### config.mk
export PLATFORM = sky130hd
export DESIGN_NAME = crc_checked_frame_parser
export DESIGN_NICKNAME = d
export VERILOG_FILES = /design/src/design/crcfp_pkg.sv /design/src/design/crcfp_ctrl.sv /design/src/design/crcfp_dp.sv /design/src/design/crc_checked_frame_parser.sv
export SDC_FILE = /design/constraint.sdc
export NUM_CORES = 1
export LEC_CHECK = 0
export ABC_AREA = 1
export BUFFER_PORTS_ARGS = -buffer_cell sky130_fd_sc_hd__buf_2
export CAP_MARGIN = 20
export CORE_MARGIN = 2
export CORE_UTILIZATION = 50
export CTS_CLUSTER_SIZE = 10
export DETAILED_ROUTE_END_ITERATION = 10
export PLACE_DENSITY = 0.67
export REMOVE_ABC_BUFFERS = 1
export SYNTH_ARGS = -nofsm -noshare
export SYNTH_HDL_FRONTEND = slang
export SYNTH_SLANG_ARGS = --single-unit
### constraint.sdc
create_clock -name clk -period 3.8 [get_ports clk]
set_clock_uncertainty 0.05 [all_clocks]
set_input_delay 0.76 -clock clk [delete_from_list [all_inputs] [get_ports clk]]
set_output_delay 0.76 -clock clk [all_outputs]
set_load 0.05 [all_outputs]
### src/design/crcfp_pkg.sv
package crcfp_pkg;

	// Controller states: the eight parse phases, then the two-step payload readout.
	typedef enum logic [3:0] {
		ST_MAGIC1,
		ST_MAGIC2,
		ST_ID,
		ST_LEN,
		ST_SEQ,
		ST_PAYLOAD,
		ST_CRC_LO,
		ST_CRC_HI,
		ST_RD,
		ST_LOAD
	} state_t;

	typedef enum logic [1:0] {
		CRC_HOLD,
		CRC_INIT,
		CRC_STEP
	} crc_op_t;

	// Result kinds carried on tuser.
	localparam logic [1:0] KIND_PAYLOAD = 2'd0;
	localparam logic [1:0] KIND_HEADER  = 2'd1;
	localparam logic [1:0] KIND_LEN_ERR = 2'd2;

	// Configuration register indexes.
	localparam logic [1:0] REG_MAGIC_FIRST  = 2'd0;
	localparam logic [1:0] REG_MAGIC_SECOND = 2'd1;
	localparam logic [1:0] REG_MAX_PAYLOAD  = 2'd2;

	localparam logic [15:0] CRC_INIT_VAL = 16'hFFFF;
	localparam logic [15:0] CRC_POLY     = 16'h1021;
	localparam logic [5:0]  MAX_PAYLOAD_RESET = 6'd32;

	localparam int TDATA_W = 40;

	typedef struct packed {
		crc_op_t crc_op;
		logic    restart;
		logic    latch_id;
		logic    latch_len;
		logic    latch_seq;
		logic    clear_fill;
		logic    store_byte;
		logic    latch_crc_lo;
		logic    load_err;
		logic    load_hdr;
		logic    load_pay;
		logic    rd_clear;
		logic    rd_en;
		logic    rd_adv;
	} cmd_t;

	typedef struct packed {
		logic is_magic1;
		logic is_magic2;
		logic len_over;
		logic len_zero;
		logic fill_done;
		logic crc_ok;
		logic emit_last;
		logic out_free;
	} status_t;

	// One byte of CRC-16/CCITT-FALSE, MSB first.
	function automatic logic [15:0] crc_step(input logic [15:0] c_in, input logic [7:0] b);
		logic [15:0] c;
		c = c_in ^ {b, 8'h00};
		for (int k = 0; k < 8; k++) begin
			if (c[15]) begin
				c = {c[14:0], 1'b0} ^ CRC_POLY;
			end else begin
				c = {c[14:0], 1'b0};
			end
		end
		return c;
	endfunction

endpackage

### src/design/crcfp_ctrl.sv
module crcfp_ctrl (
	input  logic                clk,
	input  logic                arst_n,
	input  logic                s_tvalid,
	output logic                s_tready,
	input  crcfp_pkg::status_t  st,
	output crcfp_pkg::cmd_t     cmd
);

	crcfp_pkg::state_t state_q, state_d;
	logic acc;

	always_ff @(posedge clk or negedge arst_n) begin
		if (!arst_n) begin
			state_q <= crcfp_pkg::ST_MAGIC1;
		end else begin
			state_q <= state_d;
		end
	end

	always_comb begin
		state_d  = state_q;
		cmd      = '0;
		cmd.crc_op = crcfp_pkg::CRC_HOLD;
		s_tready = 1'b0;
		acc      = 1'b0;
		case (state_q)
			crcfp_pkg::ST_RD: begin
				cmd.rd_en = 1'b1;
				state_d   = crcfp_pkg::ST_LOAD;
			end
			crcfp_pkg::ST_LOAD: begin
				if (st.out_free) begin
					cmd.load_pay = 1'b1;
					cmd.rd_adv   = 1'b1;
					if (st.emit_last) begin
						cmd.restart = 1'b1;
						state_d     = crcfp_pkg::ST_MAGIC1;
					end else begin
						state_d = crcfp_pkg::ST_RD;
					end
				end
			end
			default: begin
				// Every parse phase waits for a free output slot, since the length and CRC high phases may load a result.
				s_tready = st.out_free;
				acc      = s_tvalid && st.out_free;
				if (acc) begin
					case (state_q)
						crcfp_pkg::ST_MAGIC1: begin
							if (st.is_magic1) begin
								cmd.crc_op = crcfp_pkg::CRC_INIT;
								state_d    = crcfp_pkg::ST_MAGIC2;
							end
						end
						crcfp_pkg::ST_MAGIC2: begin
							if (!st.is_magic2) begin
								cmd.restart = 1'b1;
								if (st.is_magic1) begin
									cmd.crc_op = crcfp_pkg::CRC_INIT;
									state_d    = crcfp_pkg::ST_MAGIC2;
								end else begin
									state_d = crcfp_pkg::ST_MAGIC1;
								end
							end else begin
								cmd.crc_op = crcfp_pkg::CRC_STEP;
								state_d    = crcfp_pkg::ST_ID;
							end
						end
						crcfp_pkg::ST_ID: begin
							cmd.latch_id = 1'b1;
							cmd.crc_op   = crcfp_pkg::CRC_STEP;
							state_d      = crcfp_pkg::ST_LEN;
						end
						crcfp_pkg::ST_LEN: begin
							cmd.latch_len = 1'b1;
							if (st.len_over) begin
								cmd.load_err = 1'b1;
								cmd.restart  = 1'b1;
								state_d      = crcfp_pkg::ST_MAGIC1;
							end else begin
								cmd.crc_op = crcfp_pkg::CRC_STEP;
								state_d    = crcfp_pkg::ST_SEQ;
							end
						end
						crcfp_pkg::ST_SEQ: begin
							cmd.latch_seq  = 1'b1;
							cmd.crc_op     = crcfp_pkg::CRC_STEP;
							cmd.clear_fill = 1'b1;
							state_d = st.len_zero ? crcfp_pkg::ST_CRC_LO : crcfp_pkg::ST_PAYLOAD;
						end
						crcfp_pkg::ST_PAYLOAD: begin
							cmd.store_byte = 1'b1;
							cmd.crc_op     = crcfp_pkg::CRC_STEP;
							if (st.fill_done) begin
								state_d = crcfp_pkg::ST_CRC_LO;
							end
						end
						crcfp_pkg::ST_CRC_LO: begin
							cmd.latch_crc_lo = 1'b1;
							state_d          = crcfp_pkg::ST_CRC_HI;
						end
						crcfp_pkg::ST_CRC_HI: begin
							if (st.crc_ok && !st.len_zero) begin
								cmd.rd_clear = 1'b1;
								state_d      = crcfp_pkg::ST_RD;
							end else begin
								cmd.load_hdr = st.crc_ok;
								cmd.restart  = 1'b1;
								state_d      = crcfp_pkg::ST_MAGIC1;
							end
						end
						default: begin
							state_d = crcfp_pkg::ST_MAGIC1;
						end
					endcase
				end
			end
		endcase
	end

endmodule

### src/design/crcfp_dp.sv
module crcfp_dp #(
	parameter int PAYLOAD_MAX = 32
) (
	input  logic                          clk,
	input  logic                          arst_n,
	input  logic [7:0]                    in_byte,
	input  logic                          cfg_we,
	input  logic [1:0]                    cfg_index,
	input  logic [7:0]                    cfg_data,
	input  crcfp_pkg::cmd_t               cmd,
	output crcfp_pkg::status_t            st,
	output logic                          m_tvalid,
	input  logic                          m_tready,
	output logic [crcfp_pkg::TDATA_W-1:0] m_tdata,
	output logic [1:0]                    m_tuser,
	output logic                          m_tlast
);

	localparam int AW = (PAYLOAD_MAX > 1) ? $clog2(PAYLOAD_MAX) : 1;
	localparam logic [7:0] PMAX8 = 8'(PAYLOAD_MAX);

	logic [7:0]  magic_first_q, magic_second_q;
	logic [5:0]  max_payload_q;
	logic [7:0]  held_id_q, held_len_q, held_seq_q, crc_lo_q;
	logic [5:0]  fill_q, fill_nxt;
	logic [5:0]  rd_q;
	logic [15:0] crc_q;
	logic [7:0]  mem [PAYLOAD_MAX];
	logic [7:0]  rd_data_q;
	logic [7:0]  limit, cnt;

	logic [1:0]  kind_q;
	logic [7:0]  id_q, seq_q, len_q, data_q;
	logic [4:0]  idx_q;
	logic        last_q, valid_q;

	assign limit    = ({2'b00, max_payload_q} > PMAX8) ? PMAX8 : {2'b00, max_payload_q};
	assign cnt      = (held_len_q > PMAX8) ? PMAX8 : held_len_q;
	assign fill_nxt = fill_q + 6'd1;

	always_comb begin
		st.is_magic1 = (in_byte == magic_first_q);
		st.is_magic2 = (in_byte == magic_second_q);
		st.len_over  = (in_byte > limit);
		st.len_zero  = (held_len_q == 8'd0);
		st.fill_done = ({2'b00, fill_nxt} >= held_len_q);
		st.crc_ok    = ({in_byte, crc_lo_q} == crc_q);
		st.emit_last = (({2'b00, rd_q} + 8'd1) == cnt);
		st.out_free  = !valid_q || m_tready;
	end

	always_ff @(posedge clk or negedge arst_n) begin
		if (!arst_n) begin
			magic_first_q  <= 8'd0;
			magic_second_q <= 8'd0;
			max_payload_q  <= crcfp_pkg::MAX_PAYLOAD_RESET;
		end else if (cfg_we) begin
			case (cfg_index)
				crcfp_pkg::REG_MAGIC_FIRST:  magic_first_q  <= cfg_data;
				crcfp_pkg::REG_MAGIC_SECOND: magic_second_q <= cfg_data;
				crcfp_pkg::REG_MAX_PAYLOAD:  max_payload_q  <= cfg_data[5:0];
				default: begin
				end
			endcase
		end
	end

	always_ff @(posedge clk or negedge arst_n) begin
		if (!arst_n) begin
			held_id_q  <= 8'd0;
			held_len_q <= 8'd0;
			held_seq_q <= 8'd0;
			crc_lo_q   <= 8'd0;
			fill_q     <= 6'd0;
			rd_q       <= 6'd0;
			crc_q      <= crcfp_pkg::CRC_INIT_VAL;
		end else begin
			if (cmd.restart) begin
				held_id_q  <= 8'd0;
				held_len_q <= 8'd0;
				held_seq_q <= 8'd0;
				crc_lo_q   <= 8'd0;
				fill_q     <= 6'd0;
			end else begin
				if (cmd.latch_id)     held_id_q  <= in_byte;
				if (cmd.latch_len)    held_len_q <= in_byte;
				if (cmd.latch_seq)    held_seq_q <= in_byte;
				if (cmd.latch_crc_lo) crc_lo_q   <= in_byte;
				if (cmd.clear_fill) begin
					fill_q <= 6'd0;
				end else if (cmd.store_byte) begin
					fill_q <= fill_nxt;
				end
			end
			// Seeding from a first magic byte wins over a restart, so a wrong second magic
			// byte that is itself a first magic byte begins a new frame.
			if (cmd.crc_op == crcfp_pkg::CRC_INIT) begin
				crc_q <= crcfp_pkg::crc_step(crcfp_pkg::CRC_INIT_VAL, in_byte);
			end else if (cmd.restart) begin
				crc_q <= crcfp_pkg::CRC_INIT_VAL;
			end else if (cmd.crc_op == crcfp_pkg::CRC_STEP) begin
				crc_q <= crcfp_pkg::crc_step(crc_q, in_byte);
			end
			if (cmd.rd_clear) begin
				rd_q <= 6'd0;
			end else if (cmd.rd_adv) begin
				rd_q <= rd_q + 6'd1;
			end
		end
	end

	always_ff @(posedge clk) begin
		if (cmd.store_byte && ({1'b0, fill_q} < 7'(PAYLOAD_MAX))) begin
			mem[fill_q[AW-1:0]] <= in_byte;
		end
		if (cmd.rd_en) begin
			rd_data_q <= mem[rd_q[AW-1:0]];
		end
	end

	always_ff @(posedge clk or negedge arst_n) begin
		if (!arst_n) begin
			valid_q <= 1'b0;
		end else if (cmd.load_err || cmd.load_hdr || cmd.load_pay) begin
			valid_q <= 1'b1;
		end else if (m_tready) begin
			valid_q <= 1'b0;
		end
	end

	always_ff @(posedge clk) begin
		if (cmd.load_err) begin
			kind_q <= crcfp_pkg::KIND_LEN_ERR;
			id_q   <= held_id_q;
			seq_q  <= 8'd0;
			len_q  <= in_byte;
			idx_q  <= 5'd0;
			data_q <= 8'd0;
			last_q <= 1'b1;
		end else if (cmd.load_hdr) begin
			kind_q <= crcfp_pkg::KIND_HEADER;
			id_q   <= held_id_q;
			seq_q  <= held_seq_q;
			len_q  <= held_len_q;
			idx_q  <= 5'd0;
			data_q <= 8'd0;
			last_q <= 1'b1;
		end else if (cmd.load_pay) begin
			kind_q <= crcfp_pkg::KIND_PAYLOAD;
			id_q   <= held_id_q;
			seq_q  <= held_seq_q;
			len_q  <= held_len_q;
			idx_q  <= rd_q[4:0];
			data_q <= rd_data_q;
			last_q <= st.emit_last;
		end
	end

	assign m_tvalid = valid_q;
	assign m_tuser  = kind_q;
	assign m_tlast  = last_q;
	assign m_tdata  = {3'b000, data_q, idx_q, len_q, seq_q, id_q};

endmodule

### src/design/crc_checked_frame_parser.sv
// Latency: a length error or an empty good frame is shown the cycle after its byte is taken.
// A good frame with payload starts its burst after the CRC high byte, each result passing
// ST_RD then ST_LOAD (registered payload memory read, then output load); no bytes are taken meanwhile.
// Throughput: one byte per cycle while parsing, held off while a result waits on m_tready.
// Reset (arst_n low, asynchronous): parser waits for a first magic byte, registers return to
// their reset values; the payload memory is not cleared and needs no clearing pass.
module crc_checked_frame_parser #(
	parameter int PAYLOAD_MAX = 32
) (
	input  logic        clk,
	input  logic        arst_n,
	// Received byte stream. s_tdata fields from bit 0: in_byte[7:0].
	input  logic        s_tvalid,
	output logic        s_tready,
	input  logic [7:0]  s_tdata,
	// Results. m_tdata fields from bit 0: frame_id[7:0], frame_seq[15:8], frame_len[23:16],
	// byte_index[28:24], data_byte[36:29], zero fill [39:37].
	output logic        m_tvalid,
	input  logic        m_tready,
	output logic [39:0] m_tdata,
	// m_tuser fields from bit 0: kind[1:0].
	output logic [1:0]  m_tuser,
	output logic        m_tlast,
	// Configuration write channel: index 0 magic_first, 1 magic_second, 2 max_payload.
	input  logic        cfg_valid,
	output logic        cfg_ready,
	input  logic [1:0]  cfg_index,
	input  logic [7:0]  cfg_data
);

	crcfp_pkg::cmd_t    cmd;
	crcfp_pkg::status_t st;

	// Configuration writes are always taken.
	assign cfg_ready = 1'b1;

	// The controller sequences the frame phases and the payload readout.
	crcfp_ctrl u_ctrl (
		.clk      (clk),
		.arst_n   (arst_n),
		.s_tvalid (s_tvalid),
		.s_tready (s_tready),
		.st       (st),
		.cmd      (cmd)
	);

	// The datapath holds the header fields, the running CRC, the payload memory,
	// the configuration registers and the output register.
	crcfp_dp #(
		.PAYLOAD_MAX (PAYLOAD_MAX)
	) u_dp (
		.clk       (clk),
		.arst_n    (arst_n),
		.in_byte   (s_tdata),
		.cfg_we    (cfg_valid && cfg_ready),
		.cfg_index (cfg_index),
		.cfg_data  (cfg_data),
		.cmd       (cmd),
		.st        (st),
		.m_tvalid  (m_tvalid),
		.m_tready  (m_tready),
		.m_tdata   (m_tdata),
		.m_tuser   (m_tuser),
		.m_tlast   (m_tlast)
	);

endmodule
==> metrics.txt, run 1 <==
# TYPE chip_impl_metric gauge
chip_impl_info{name="outcome",value="complete, no violations"} 1
chip_impl_metric{name="slew_violations",unit=""} 0
chip_impl_metric{name="relSlewSlack",unit="%"} 35.8
chip_impl_metric{name="grt_pass1_wl",unit="mm"} 70.0
chip_impl_metric{name="design_power_total",unit="mW"} 11.5
chip_impl_metric{name="cp_slowest_stage_delay",unit="ns"} 0.66
chip_impl_metric{name="synth-edff-count",unit=""} 280
chip_impl_metric{name="number_of_rows_in_the_core_area",unit=""} 68
chip_impl_metric{name="netlist.area_leader.share",unit="%"} 48.5
chip_impl_metric{name="h_tree_lvl_count",unit=""} 2
chip_impl_metric{name="power.share.sequential",unit="%"} 46.3
chip_impl_metric{name="power_frac_comb",unit="%"} 19.7
chip_impl_metric{name="num-nets-final",unit=""} 1770
chip_impl_metric{name="finalHoldWorstSlack",unit="ns"} 0.154
chip_impl_metric{name="global_route.overflow_total",unit=""} 0
chip_impl_info{name="biggest_area_consumer_among_synthesized_cells",value="edfxtp_1"} 1
chip_impl_metric{name="path_max_fanout",unit=""} 8
chip_impl_info{name="timing.critical_path.cells",value="inv_1 > nor2_1 > inv_1 > nor2_1 > inv_1 > nor2_2 > inv_1 > nor2_1 > nand2_1 > nor2_1"} 1
chip_impl_metric{name="globalplace.congestion",unit=""} 0.923
chip_impl_metric{name="clock_power_share",unit="%"} 34.0
chip_impl_info{name="rsz0062_at_grt",value="false"} 1
chip_impl_info{name="hold_path_class",value="in -> async"} 1
chip_impl_metric{name="die-area",unit="um^2"} 36200
chip_impl_info{name="clockRootBuffer",value="clkbuf_16"} 1
chip_impl_metric{name="required",unit="ns"} 3.93
chip_impl_metric{name="static_leakage_power",unit="nW"} 7.59
chip_impl_metric{name="multi_input_gate_area",unit="um^2"} 5400
chip_impl_metric{name="fmax",unit="GHz"} 0.316
chip_impl_metric{name="antenna_cells_inserted",unit=""} 0
chip_impl_info{name="ys.flop_type",value="edfxtp_1"} 1
chip_impl_metric{name="cts_max_path_buffers",unit=""} 3
chip_impl_metric{name="route.vias.total",unit=""} 12700
chip_impl_metric{name="core_area",unit="um^2"} 34400
chip_impl_info{name="worstSetupPathType",value="reg -> reg"} 1
chip_impl_metric{name="detail_route.vias_per_cell",unit=""} 5.73
chip_impl_metric{name="intPower",unit="mW"} 8.05
chip_impl_metric{name="cts_setup_buffers",unit=""} 0
chip_impl_metric{name="die-height",unit="um"} 190
chip_impl_info{name="clock_tree_from_tritoncts",value="yes"} 1
chip_impl_metric{name="detail_route.wl_per_cell",unit="um"} 20.3
chip_impl_metric{name="asr_flop_ratio_synth",unit="%"} 22.3
chip_impl_metric{name="ys_ff_latch",unit=""} 391
chip_impl_metric{name="power_switching_share",unit="%"} 29.8
chip_impl_metric{name="synth.yosys.seq_area_share",unit="%"} 63.9
chip_impl_metric{name="area_grow_syn2layout",unit="%"} 12.5
chip_impl_metric{name="postSynthCellCount",unit=""} 1655
chip_impl_metric{name="timing.critical_path.arrival",unit="ns"} 3.29
chip_impl_info{name="synthMostInstantiatedCell",value="nand2_1"} 1
chip_impl_metric{name="fraction_of_layout_instances_using_a_drive_strength_above_1",unit="%"} 13.2
chip_impl_metric{name="cts.repair.resized",unit=""} 0
chip_impl_metric{name="numCtsBuffers",unit=""} 45
chip_impl_metric{name="dpl-instance-area",unit="um^2"} 18200
chip_impl_metric{name="ctsHoldBuffers",unit=""} 0
chip_impl_info{name="synth.cells.most_frequent",value="290 x nand2_1, 280 x edfxtp_1, 262 x nor2_1"} 1
chip_impl_metric{name="seqCellArea",unit="um^2"} 11100
chip_impl_metric{name="pin_count",unit=""} 69
chip_impl_metric{name="max_slew.worst_pin.slew",unit="ns"} 0.964
chip_impl_metric{name="fillCellCount",unit=""} 2942
chip_impl_metric{name="clk_pin_slew",unit="ns"} 0.06
chip_impl_metric{name="starting_utilization_of_the_core_area",unit="%"} 50.5
chip_impl_metric{name="tmin_final",unit="ns"} 3.17
chip_impl_info{name="r2r_start",value="u_ctrl.state_q[0]$_DFFE_PN0P_"} 1
chip_impl_metric{name="dieWidth",unit="um"} 190
chip_impl_metric{name="hpwlAfterDp",unit="mm"} 28.9
chip_impl_metric{name="clk_latency",unit="ns"} 0.55
chip_impl_metric{name="grt_antenna_before_repair",unit=""} 1
chip_impl_metric{name="drcViolationCount",unit=""} 0
chip_impl_metric{name="syn-mean-instance-area",unit="um^2"} 10.5
chip_impl_metric{name="pwr_density_cell",unit="nW/um^2"} 587
chip_impl_metric{name="worst_r2r_path_depth",unit=""} 10
chip_impl_metric{name="cts_num_sinks",unit=""} 391
chip_impl_metric{name="rrSetupSlack",unit="ns"} 0.63
chip_impl_info{name="synth_area_leaders",value="edfxtp_1 48%, dfrtp_1 10%, nand2_1 6.3%"} 1
chip_impl_info{name="crit_slowest_cell",value="nor2_1"} 1
chip_impl_metric{name="first_global_vias",unit=""} 12200
chip_impl_info{name="crit_path_start_kind",value="flip-flop"} 1
chip_impl_metric{name="total_switching_power",unit="mW"} 3.42
chip_impl_metric{name="drtPass1Iterations",unit=""} 5
chip_impl_metric{name="grt_start_max_net_pins",unit=""} 99
chip_impl_metric{name="maxCapViolCount",unit=""} 0
chip_impl_metric{name="finalWirelength",unit="mm"} 45.0
chip_impl_metric{name="global_route.usage.total",unit="%"} 25.2
chip_impl_metric{name="post_synth_instance_area",unit="um^2"} 17400
chip_impl_metric{name="timing.final.setup_violations",unit=""} 0
chip_impl_metric{name="power.ir.vdd_worst",unit="V"} 0.000417
chip_impl_metric{name="io_buffer_count",unit=""} 64
chip_impl_metric{name="synth.distinct_cells",unit=""} 48
chip_impl_metric{name="synthesis.yosys.warnings",unit=""} 0
chip_impl_info{name="crit-reg2reg-capture",value="u_dp.mem[14][0]$_DFFE_PP_"} 1
chip_impl_metric{name="dr.first_iter.drc_count",unit=""} 1277
chip_impl_metric{name="route.antenna.remaining_nets",unit=""} 0
chip_impl_metric{name="timing_hold_violations_final",unit=""} 0
chip_impl_metric{name="period_share",unit="%"} 83.4
chip_impl_info{name="capturing_element_type_of_the_critical_path",value="flip-flop"} 1
chip_impl_metric{name="final_standard_cell_area_without_fillers",unit="um^2"} 19500
-- power by group through the flow --
stage	Clock [mW]	Sequential, mW	Combinational (mW)
final	3.90	5.31	2.26
after global routing	4.13	5.35	2.56
after CTS	3.97	5.30	2.25
after detailed placement	0	5.38	2.24
after global placement	0	5.37	2.20
after floorplan	0	5.37	1.62
-- cell families (layout without fill, tap and decap cells) --
family / Yosys count / in the layout / share of synthesized area [%]
flip-flops: 391 / 391 / 63.9
adder cells (fa/ha/maj): 17 / 17 / 1.23
XOR/XNOR: 33 / 33 / 1.67
other: 2 / 4 / 0.0433
AO/OA/AOI/OAI: 339 / 339 / 11.5
buffers and inverters: 200 / 310 / 5.05
AND/OR/NAND/NOR: 673 / 673 / 16.6
-- registers in the layout (all words and copies together), names as in the netlist --
signal / cells
u_dp.rd_data_q: 8
u_dp.held_seq_q: 8
u_dp.id_q: 8
u_dp.data_q: 8
u_dp.m_tvalid: 1
u_dp.idx_q: 5
u_dp.mem: 256
u_dp.crc_q: 16
u_dp.fill_q: 6
u_dp.seq_q: 8
u_dp.held_len_q: 8
u_dp.m_tuser: 2
u_dp.max_payload_q: 6
u_dp.len_q: 8
u_dp.crc_lo_q: 8
u_dp.rd_q: 6
u_dp.m_tlast: 1
u_dp.magic_first_q: 8
u_dp.held_id_q: 8
u_ctrl.state_q: 4
u_dp.magic_second_q: 8
-- worst max path at each step --
stage,slack [ns],endpoint,start,cells past startpoint
after floorplan,-1.60,u_dp.fill_q[0]$_DFFE_PN0P_,u_dp.rd_q[0]$_DFFE_PN0P_,10
after global placement,0.59,u_dp.fill_q[0]$_DFFE_PN0P_,s_tdata[5],15
after detailed placement,0.48,u_dp.mem[14][1]$_DFFE_PP_,m_tready,9
after CTS,0.70,u_dp.mem[14][5]$_DFFE_PP_,u_ctrl.state_q[0]$_DFFE_PN0P_,10
after global routing,0.39,u_dp.mem[30][4]$_DFFE_PP_,u_ctrl.state_q[2]$_DFFE_PN0P_,10
final,0.63,u_dp.mem[14][0]$_DFFE_PP_,u_ctrl.state_q[0]$_DFFE_PN0P_,10
-- cell type report --
| type | instances | area share [%] |
|---|---|---|
| multi-input cells | 1066 | 27.6 |
| inverters | 112 | 2.20 |
| well taps | 455 | 2.92 |
| repair buffers | 114 | 3.70 |
| clock buffers | 81 | 6.51 |
| flip-flops and latches | 391 | 56.8 |
| clock inverters | 3 | 0.211 |
-- cell usage in the layout (no fill, tap or decap), types with 48 or more instances in the layout --
master / n
buf_4: 49
inv_1: 103
edfxtp_1: 280
buf_2: 63
o221ai_1: 48
dfrtp_1: 68
nand2_1: 290
nand3_1: 61
nor2_1: 262
o21ai_0: 198
-- metal layers --
metal	routed length [um]	up-vias	part of all wire (%)	GRT usage, %
li1	-	5870	-	-
met1	19500	6188	43	35.9
met2	20600	566	46	38.9
met3	3580	100	7.9	5.04
met4	1290	0	2.9	8.05
met5	0	-	0	0
-- critical path: cells and delay by family (launching register included) --
| family | cells | cell delay [ns] |
|---|---|---|
| buf+inv | 4 | 0.40 |
| flops | 1 | 0.49 |
| simple gates | 6 | 1.85 |
-- stage by stage --
| stage | setup WS [ns] | utilization (%) | setup TNS (ns) | instances |
|---|---|---|---|---|
| final | 0.632 | 56.8 | 0 | 2222 |
| after global routing | 0.389 | 56.8 | 0 | 2222 |
| after CTS | 0.704 | 56.8 | 0 | 2222 |
| after detailed placement | 0.482 | 53.0 | 0 | 2138 |
| after global placement | 0.588 | 53.0 | 0 | 2138 |
| after floorplan | -1.60 | - | -95.94 | 1569 |
Note: power is estimated with default switching activity, not from simulation.
==> run 2: changes to the inputs <==
ABC_AREA = 0   (was 1)
clock period = 3.2 ns   (was 3.8 ns; I/O delays follow)
==> run 2 against run 1 <==
Count of clock-buffer cells in the layout unchanged. Synthesized area decreased by 2.5%. Synthesized cell count fell by 35%. Combinational power grew 57%. Hold slack worse by 0.10 ns. Wire length fell by 14%. Critical path depth down 1. Flip-flop and latch count stayed put.
==> metrics.txt, run 2 <==
# TYPE chip_impl_metric gauge
chip_impl_metric{name="cts_setup_buffers",unit=""} 0
chip_impl_metric{name="drtPass1Iterations",unit=""} 5
chip_impl_metric{name="fmax",unit="GHz"} 0.354
chip_impl_metric{name="drcViolationCount",unit=""} 0
chip_impl_metric{name="dp_worst_setup_slack",unit="ns"} 0.206
chip_impl_metric{name="die-area",unit="um^2"} 35300
chip_impl_metric{name="ctsHoldBuffers",unit=""} 0
chip_impl_metric{name="synthesis.yosys.warnings",unit=""} 0
chip_impl_metric{name="first_global_vias",unit=""} 9751
chip_impl_metric{name="io_buffer_count",unit=""} 64
chip_impl_metric{name="post_synthesis_share_of_cell_area_spent_on_xor_and_xnor_gates",unit="%"} 4.21
chip_impl_metric{name="ys_ff_latch",unit=""} 391
chip_impl_metric{name="syn-mean-instance-area",unit="um^2"} 15.7
chip_impl_info{name="ys.flop_type",value="edfxtp_1"} 1
chip_impl_metric{name="timing.critical_path.arrival",unit="ns"} 3.23
chip_impl_metric{name="slew_violations",unit=""} 0
chip_impl_metric{name="num-nets-final",unit=""} 1254
chip_impl_metric{name="relSlewSlack",unit="%"} 53.9
chip_impl_metric{name="asr_flop_ratio_synth",unit="%"} 22.3
chip_impl_metric{name="required",unit="ns"} 3.61
chip_impl_metric{name="numCtsBuffers",unit=""} 45
chip_impl_metric{name="global_route.overflow_total",unit=""} 0
chip_impl_metric{name="dieWidth",unit="um"} 188
chip_impl_info{name="synth_top_family_by_area",value="multiplexers"} 1
chip_impl_info{name="crit_path_start_kind",value="flip-flop"} 1
chip_impl_metric{name="finish.cell_count_without_fillers",unit=""} 1700
chip_impl_metric{name="finalWirelength",unit="mm"} 38.7
chip_impl_metric{name="detail_route.vias_per_cell",unit=""} 5.66
chip_impl_metric{name="cts_num_sinks",unit=""} 391
chip_impl_info{name="layout.cells.most_common",value="edfxtp_1"} 1
chip_impl_metric{name="starting_utilization_of_the_core_area",unit="%"} 50.6
chip_impl_info{name="biggest_area_consumer_among_synthesized_cells",value="edfxtp_1"} 1
chip_impl_info{name="hold_path_class",value="in -> async"} 1
chip_impl_metric{name="route.antenna.remaining_nets",unit=""} 0
chip_impl_metric{name="maxCapViolCount",unit=""} 0
chip_impl_metric{name="global_route.usage.total",unit="%"} 22.4
chip_impl_metric{name="pwr_density_cell",unit="nW/um^2"} 748
chip_impl_metric{name="pin_count",unit=""} 69
chip_impl_metric{name="finalHoldWorstSlack",unit="ns"} 0.0518
chip_impl_metric{name="static_leakage_power",unit="nW"} 6.98
chip_impl_info{name="clock_tree_from_tritoncts",value="yes"} 1
chip_impl_metric{name="cts.repair.resized",unit=""} 0
chip_impl_metric{name="total_switching_power",unit="mW"} 4.30
chip_impl_metric{name="synth.distinct_cells",unit=""} 70
chip_impl_metric{name="postSynthCellCount",unit=""} 1080
chip_impl_metric{name="synthMuxAreaShare",unit="%"} 15.5
chip_impl_metric{name="dp.cells",unit=""} 1615
chip_impl_metric{name="clock_power_share",unit="%"} 31.9
chip_impl_metric{name="synth-edff-count",unit=""} 280
chip_impl_metric{name="grt_pass1_wl",unit="mm"} 59.7
chip_impl_metric{name="fin_tns_setup",unit="ns"} 0
chip_impl_metric{name="grt_start_max_net_pins",unit=""} 72
chip_impl_info{name="rsz0062_at_grt",value="false"} 1
chip_impl_metric{name="synth_simple_gate_area_share",unit="%"} 7.39
chip_impl_metric{name="number_of_rows_in_the_core_area",unit=""} 67
chip_impl_metric{name="number_of_flip_flops_in_the_largest_register",unit=""} 256
chip_impl_metric{name="clk_latency",unit="ns"} 0.55
chip_impl_metric{name="path_max_fanout",unit=""} 24
chip_impl_metric{name="power.share.sequential",unit="%"} 43.8
chip_impl_metric{name="power_switching_share",unit="%"} 29.5
chip_impl_metric{name="timing_hold_violations_final",unit=""} 0
chip_impl_metric{name="cts_max_path_buffers",unit=""} 3
chip_impl_metric{name="post_synth_instance_area",unit="um^2"} 16900
chip_impl_metric{name="power.ir.vdd_worst",unit="V"} 0.000407
chip_impl_metric{name="grt_antenna_before_repair",unit=""} 3
chip_impl_metric{name="fraction_of_layout_instances_using_a_drive_strength_above_1",unit="%"} 28.7
chip_impl_metric{name="tmin_final",unit="ns"} 2.82
chip_impl_metric{name="power_frac_comb",unit="%"} 24.3
chip_impl_metric{name="period_share",unit="%"} 88.2
chip_impl_metric{name="die-height",unit="um"} 188
chip_impl_info{name="layout.cells.most_common_list",value="280 x edfxtp_1, 90 x nor2_1, 80 x mux4_2"} 1
chip_impl_info{name="synth.cells.most_frequent",value="280 x edfxtp_1, 90 x nor2_1, 80 x mux4_2"} 1
chip_impl_metric{name="h_tree_lvl_count",unit=""} 2
chip_impl_info{name="outcome",value="complete, no violations"} 1
chip_impl_metric{name="dr.first_iter.drc_count",unit=""} 848
chip_impl_metric{name="clk_pin_slew",unit="ns"} 0.06
chip_impl_metric{name="finalWorstSetupSlack",unit="ns"} 0.378
chip_impl_metric{name="dpl-instance-area",unit="um^2"} 18200
chip_impl_metric{name="globalplace.congestion",unit=""} 0.867
chip_impl_metric{name="synth.yosys.seq_area_share",unit="%"} 65.5
chip_impl_info{name="clockRootBuffer",value="clkbuf_16"} 1
chip_impl_metric{name="route.vias.total",unit=""} 9622
chip_impl_metric{name="hpwlAfterDp",unit="mm"} 25.3
chip_impl_metric{name="intPower",unit="mW"} 10.3
chip_impl_metric{name="final_standard_cell_area_without_fillers",unit="um^2"} 19500
chip_impl_metric{name="area_grow_syn2layout",unit="%"} 15.1
chip_impl_info{name="synth_area_leaders",value="edfxtp_1 50%, mux4_2 11%, dfrtp_1 10%"} 1
chip_impl_metric{name="detail_route.wl_per_cell",unit="um"} 22.8
chip_impl_info{name="synthMostInstantiatedCell",value="edfxtp_1"} 1
chip_impl_metric{name="core_area",unit="um^2"} 33400
chip_impl_info{name="worstSetupPathType",value="reg -> reg"} 1
chip_impl_info{name="capturing_element_type_of_the_critical_path",value="flip-flop"} 1
chip_impl_metric{name="synth_compound_gate_area_share",unit="%"} 3.88
chip_impl_metric{name="max_slew.worst_pin.slew",unit="ns"} 0.691
chip_impl_metric{name="netlist.area_leader.share",unit="%"} 49.7
chip_impl_metric{name="timing.final.setup_violations",unit=""} 0
chip_impl_metric{name="post_synth_fa_ha_maj_area_fraction",unit="%"} 1.26
[run 2: cells by family (layout without fill, tap and decap cells)]
kind of cell | count (synthesis) | after routing
adder cells (fa/ha/maj) | 17 | 17
flip-flops | 391 | 391
other | 2 | 6
XOR/XNOR | 79 | 79
AO/OA/AOI/OAI | 97 | 97
AND/OR/NAND/NOR | 259 | 259
multiplexers | 157 | 157
buffers and inverters | 78 | 246
[run 2: worst max-delay path, stage by stage (launching register included)]
cell and delay, ns:
dfstp_2 0.54, inv_1 0.10, ha_1 0.34, a2111oi_4 0.32
nand3_1 0.16, nand2_1 0.22, a21oi_1 0.17, or3_1 0.43
buf_4 0.26, a21oi_2 0.15
[run 2: per-layer routing]
layer / wire length (um) / share of wire, % / track usage [%]
met5: 0 / 0 / 0
met2: 18300 / 47 / 35.1
met3: 2180 / 5.6 / 4.40
met1: 17400 / 45 / 32.5
met4: 840 / 2.2 / 5.84
[run 2: through the flow]
step           power (mW)  utilization, %
2_1_floorplan        9.01               -
5_1_grt              15.3            58.2
4_1_cts              14.7            58.2
3_5_place_dp         10.0            54.3
3_3_place_gp         9.96            54.3
6_report             14.6            58.3
[run 2: layout make-up]
class	count	area (um^2)
diodes	2	5.00
clock buffers	81	1280
clock inverters	2	46.3
fillers	2537	14000
inverters	19	71.3
multi-input cells	613	5470
flip-flops and latches	391	11100
well taps	448	561
repair buffers	144	961
[run 2: path summary, 6_finish.rpt]
kind	from	slack (ns)	cells after the start	endpoint
setup reg to reg	u_dp.max_payload_q[5]$_DFFE_PN1P_	0.38	9	u_dp.held_id_q[1]$_DFFE_PN0P_
hold / removal	arst_n	0.05	1	u_dp.fill_q[5]$_DFFE_PN0P_
max in group asynchronous	arst_n	2.34	2	u_dp.max_payload_q[5]$_DFFE_PN1P_
setup / recovery	u_dp.max_payload_q[5]$_DFFE_PN1P_	0.38	9	u_dp.held_id_q[1]$_DFFE_PN0P_
min in group clk	cfg_data[6]	0.29	2	u_dp.magic_first_q[6]$_DFFE_PN0P_
hold reg to reg	u_dp.held_id_q[6]$_DFFE_PN0P_	0.40	0	u_dp.id_q[6]$_DFFE_PP_
[run 2: power groups by stage]
stage	clock, mW	combinational (mW)	sequential [mW]
floorplan	0	2.27	6.74
global placement	0	3.49	6.48
detailed placement	0	3.53	6.48
CTS	4.73	3.57	6.39
global route	4.93	3.90	6.44
finish	4.65	3.54	6.39
==> run 3: changes to the inputs <==
MAX_ROUTING_LAYER = met4   (was default)
==> run 3 against run 2 <==
Worst setup slack better by 0.0046 ns. Critical path type unchanged. Count of clock-buffer cells in the layout did not move. Register-to-register slack hardly changed. Hold slack got worse by 0.00071 ns. Combinational power about the same. Wire length about the same. Sequential power about the same. Non-clock buffer count did not move. Clock power about the same. Cell count stayed put.
==> metrics.txt, run 3 (synthesized netlist as in run 2, its figures left out) <==
# TYPE chip_impl_metric gauge
chip_impl_info{name="outcome",value="complete, no violations"} 1
chip_impl_metric{name="number_of_rows_in_the_core_area",unit=""} 67
chip_impl_metric{name="timing_hold_violations_final",unit=""} 0
chip_impl_metric{name="numCtsBuffers",unit=""} 45
chip_impl_info{name="clock_tree_from_tritoncts",value="yes"} 1
chip_impl_info{name="first_element_of_the_critical_path",value="u_dp.max_payload_q[5]$_DFFE_PN1P_"} 1
chip_impl_metric{name="dieWidth",unit="um"} 188
chip_impl_metric{name="period_share",unit="%"} 88.0
chip_impl_metric{name="dp.cells",unit=""} 1615
chip_impl_metric{name="max_slew.worst_pin.slew",unit="ns"} 0.700
chip_impl_metric{name="die-area",unit="um^2"} 35300
chip_impl_metric{name="tmin_final",unit="ns"} 2.82
chip_impl_metric{name="static_leakage_power",unit="nW"} 6.98
chip_impl_metric{name="finish.cell_count_without_fillers",unit=""} 1700
chip_impl_metric{name="maxCapViolCount",unit=""} 0
chip_impl_metric{name="power_switching_share",unit="%"} 29.5
chip_impl_metric{name="slew_violations",unit=""} 0
chip_impl_info{name="layout.cells.most_common_list",value="280 x edfxtp_1, 90 x nor2_1, 80 x mux4_2"} 1
chip_impl_metric{name="relSlewSlack",unit="%"} 53.3
chip_impl_metric{name="io_buffer_count",unit=""} 64
chip_impl_metric{name="grt_antenna_before_repair",unit=""} 3
chip_impl_metric{name="rrSetupSlack",unit="ns"} 0.38
chip_impl_metric{name="num-nets-final",unit=""} 1254
chip_impl_metric{name="ctsHoldBuffers",unit=""} 0
chip_impl_info{name="crit_slowest_cell",value="dfstp_2"} 1
chip_impl_metric{name="grt_pass1_wl",unit="mm"} 59.7
chip_impl_metric{name="fmax",unit="GHz"} 0.355
chip_impl_metric{name="pwr_density_cell",unit="nW/um^2"} 748
chip_impl_metric{name="starting_utilization_of_the_core_area",unit="%"} 50.6
chip_impl_metric{name="die-height",unit="um"} 188
chip_impl_info{name="worstSetupPathType",value="reg -> reg"} 1
chip_impl_metric{name="global_route.overflow_total",unit=""} 0
chip_impl_metric{name="intPower",unit="mW"} 10.3
chip_impl_metric{name="route.antenna.remaining_nets",unit=""} 0
chip_impl_metric{name="dr.first_iter.drc_count",unit=""} 813
chip_impl_metric{name="fraction_of_layout_instances_using_a_drive_strength_above_1",unit="%"} 28.7
chip_impl_metric{name="timing.critical_path.arrival",unit="ns"} 3.23
chip_impl_metric{name="area_grow_syn2layout",unit="%"} 15.1
chip_impl_info{name="crit_path_end",value="u_dp.held_id_q[1]$_DFFE_PN0P_"} 1
chip_impl_metric{name="seqCellArea",unit="um^2"} 11100
chip_impl_info{name="hold_path_class",value="in -> async"} 1
chip_impl_metric{name="cts_num_sinks",unit=""} 391
chip_impl_metric{name="global_route.usage.total",unit="%"} 23.1
chip_impl_info{name="timing.critical_path.cells",value="inv_1 > ha_1 > a2111oi_4 > nand3_1 > nand2_1 > a21oi_1 > or3_1 > buf_4 > a21oi_2"} 1
chip_impl_info{name="crit_path_start_kind",value="flip-flop"} 1
chip_impl_metric{name="drtPass1Iterations",unit=""} 5
chip_impl_metric{name="power_frac_comb",unit="%"} 24.3
chip_impl_metric{name="cts_max_path_buffers",unit=""} 3
chip_impl_info{name="layout.cells.most_common",value="edfxtp_1"} 1
chip_impl_metric{name="multi_input_gate_area",unit="um^2"} 5470
chip_impl_metric{name="pin_count",unit=""} 69
chip_impl_metric{name="timing.final.setup_violations",unit=""} 0
chip_impl_metric{name="route.vias.total",unit=""} 9664
chip_impl_info{name="r2r_start",value="u_dp.max_payload_q[5]$_DFFE_PN1P_"} 1
chip_impl_metric{name="cts_setup_buffers",unit=""} 0
chip_impl_metric{name="clk_latency",unit="ns"} 0.55
chip_impl_metric{name="path_max_fanout",unit=""} 24
chip_impl_metric{name="required",unit="ns"} 3.61
chip_impl_metric{name="total_switching_power",unit="mW"} 4.30
chip_impl_metric{name="hpwlAfterDp",unit="mm"} 25.3
chip_impl_metric{name="detail_route.vias_per_cell",unit=""} 5.68
chip_impl_metric{name="grt_start_max_net_pins",unit=""} 72
chip_impl_metric{name="final_standard_cell_area_without_fillers",unit="um^2"} 19500
chip_impl_info{name="clockRootBuffer",value="clkbuf_16"} 1
chip_impl_metric{name="power.ir.vdd_worst",unit="V"} 0.000405
chip_impl_metric{name="fillCellCount",unit=""} 2537
chip_impl_metric{name="core_area",unit="um^2"} 33400
chip_impl_metric{name="finalHoldWorstSlack",unit="ns"} 0.0510
chip_impl_metric{name="first_global_vias",unit=""} 9767
chip_impl_metric{name="cp_slowest_stage_delay",unit="ns"} 0.54
chip_impl_info{name="crit-reg2reg-capture",value="u_dp.held_id_q[1]$_DFFE_PN0P_"} 1
chip_impl_metric{name="power.share.sequential",unit="%"} 43.8
chip_impl_metric{name="finalWirelength",unit="mm"} 38.7
chip_impl_metric{name="detail_route.wl_per_cell",unit="um"} 22.8
chip_impl_metric{name="cts.repair.resized",unit=""} 0
chip_impl_info{name="capturing_element_type_of_the_critical_path",value="flip-flop"} 1
chip_impl_metric{name="globalplace.congestion",unit=""} 0.881
chip_impl_metric{name="h_tree_lvl_count",unit=""} 2
chip_impl_metric{name="clk_pin_slew",unit="ns"} 0.06
chip_impl_metric{name="worst_r2r_path_depth",unit=""} 9
chip_impl_metric{name="dpl-instance-area",unit="um^2"} 18200
chip_impl_metric{name="number_of_flip_flops_in_the_largest_register",unit=""} 256
chip_impl_info{name="rsz0062_at_grt",value="false"} 1
chip_impl_metric{name="drcViolationCount",unit=""} 0
chip_impl_metric{name="clock_power_share",unit="%"} 31.9
[run 3: cell counts in the layout (fill, tap and decap cells not counted)]
No cell type changed its count.
[run 3: worst min path at each step]
stage	start	end	slack [ns]
after floorplan	arst_n	u_ctrl.state_q[0]$_DFFE_PN0P_	0.29
after global placement	u_dp.held_id_q[1]$_DFFE_PN0P_	u_dp.id_q[1]$_DFFE_PP_	0.39
after detailed placement	u_dp.held_id_q[6]$_DFFE_PN0P_	u_dp.id_q[6]$_DFFE_PP_	0.39
after CTS	arst_n	u_dp.fill_q[5]$_DFFE_PN0P_	0.05
after global routing	arst_n	u_dp.fill_q[5]$_DFFE_PN0P_	0.08
final	arst_n	u_dp.fill_q[5]$_DFFE_PN0P_	0.05
[run 3: through the flow]
step	setup TNS (ns)	util, %	power [mW]	setup slack, ns
after detailed placement	0	54.3	10.0	0.206
after floorplan	-115.66	-	9.01	-2.13
after global routing	0	58.3	15.3	0.175
after CTS	0	58.2	14.7	0.402
after global placement	0	54.3	9.96	0.276
final	0	58.3	14.6	0.383
[run 3: area by class of cell]
| cell class | count | share of cell area (%) |
|---|---|---|
| sequential | 391 | 56.9 |
| multi-input combinational | 613 | 28.1 |
| clock buffer | 81 | 6.58 |
| timing repair buffer | 144 | 4.93 |
| tap | 448 | 2.88 |
| inverter | 19 | 0.366 |
| clock inverter | 2 | 0.238 |
| antenna | 2 | 0.0257 |
[run 3: power by group through the flow]
stage	registers (mW)	clock network (mW)	logic [mW]
6_report	6.39	4.64	3.54
5_1_grt	6.44	4.93	3.90
4_1_cts	6.39	4.73	3.57
3_5_place_dp	6.48	0	3.53
3_3_place_gp	6.48	0	3.49
2_1_floorplan	6.74	0	2.27
[run 3: per-layer routing]
layer	share of wire (%)	global-route usage, %	up-vias
li1	-	-	4344
met1	45	32.6	5003
met5	0	-	-
met3	5.6	4.40	53
met2	48	35.1	264
met4	1.9	5.84	0
[run 3: worst max-delay path, delay by kind of cell, from the launching register on]
| kind | cells | cell delay (ns) |
|---|---|---|
| and+or+nand+nor | 3 | 0.82 |
| AOI/OAI and AO/OA | 3 | 0.64 |
| DFF | 1 | 0.54 |
| buffers and inverters | 2 | 0.35 |
| adders and majority gates | 1 | 0.34 |
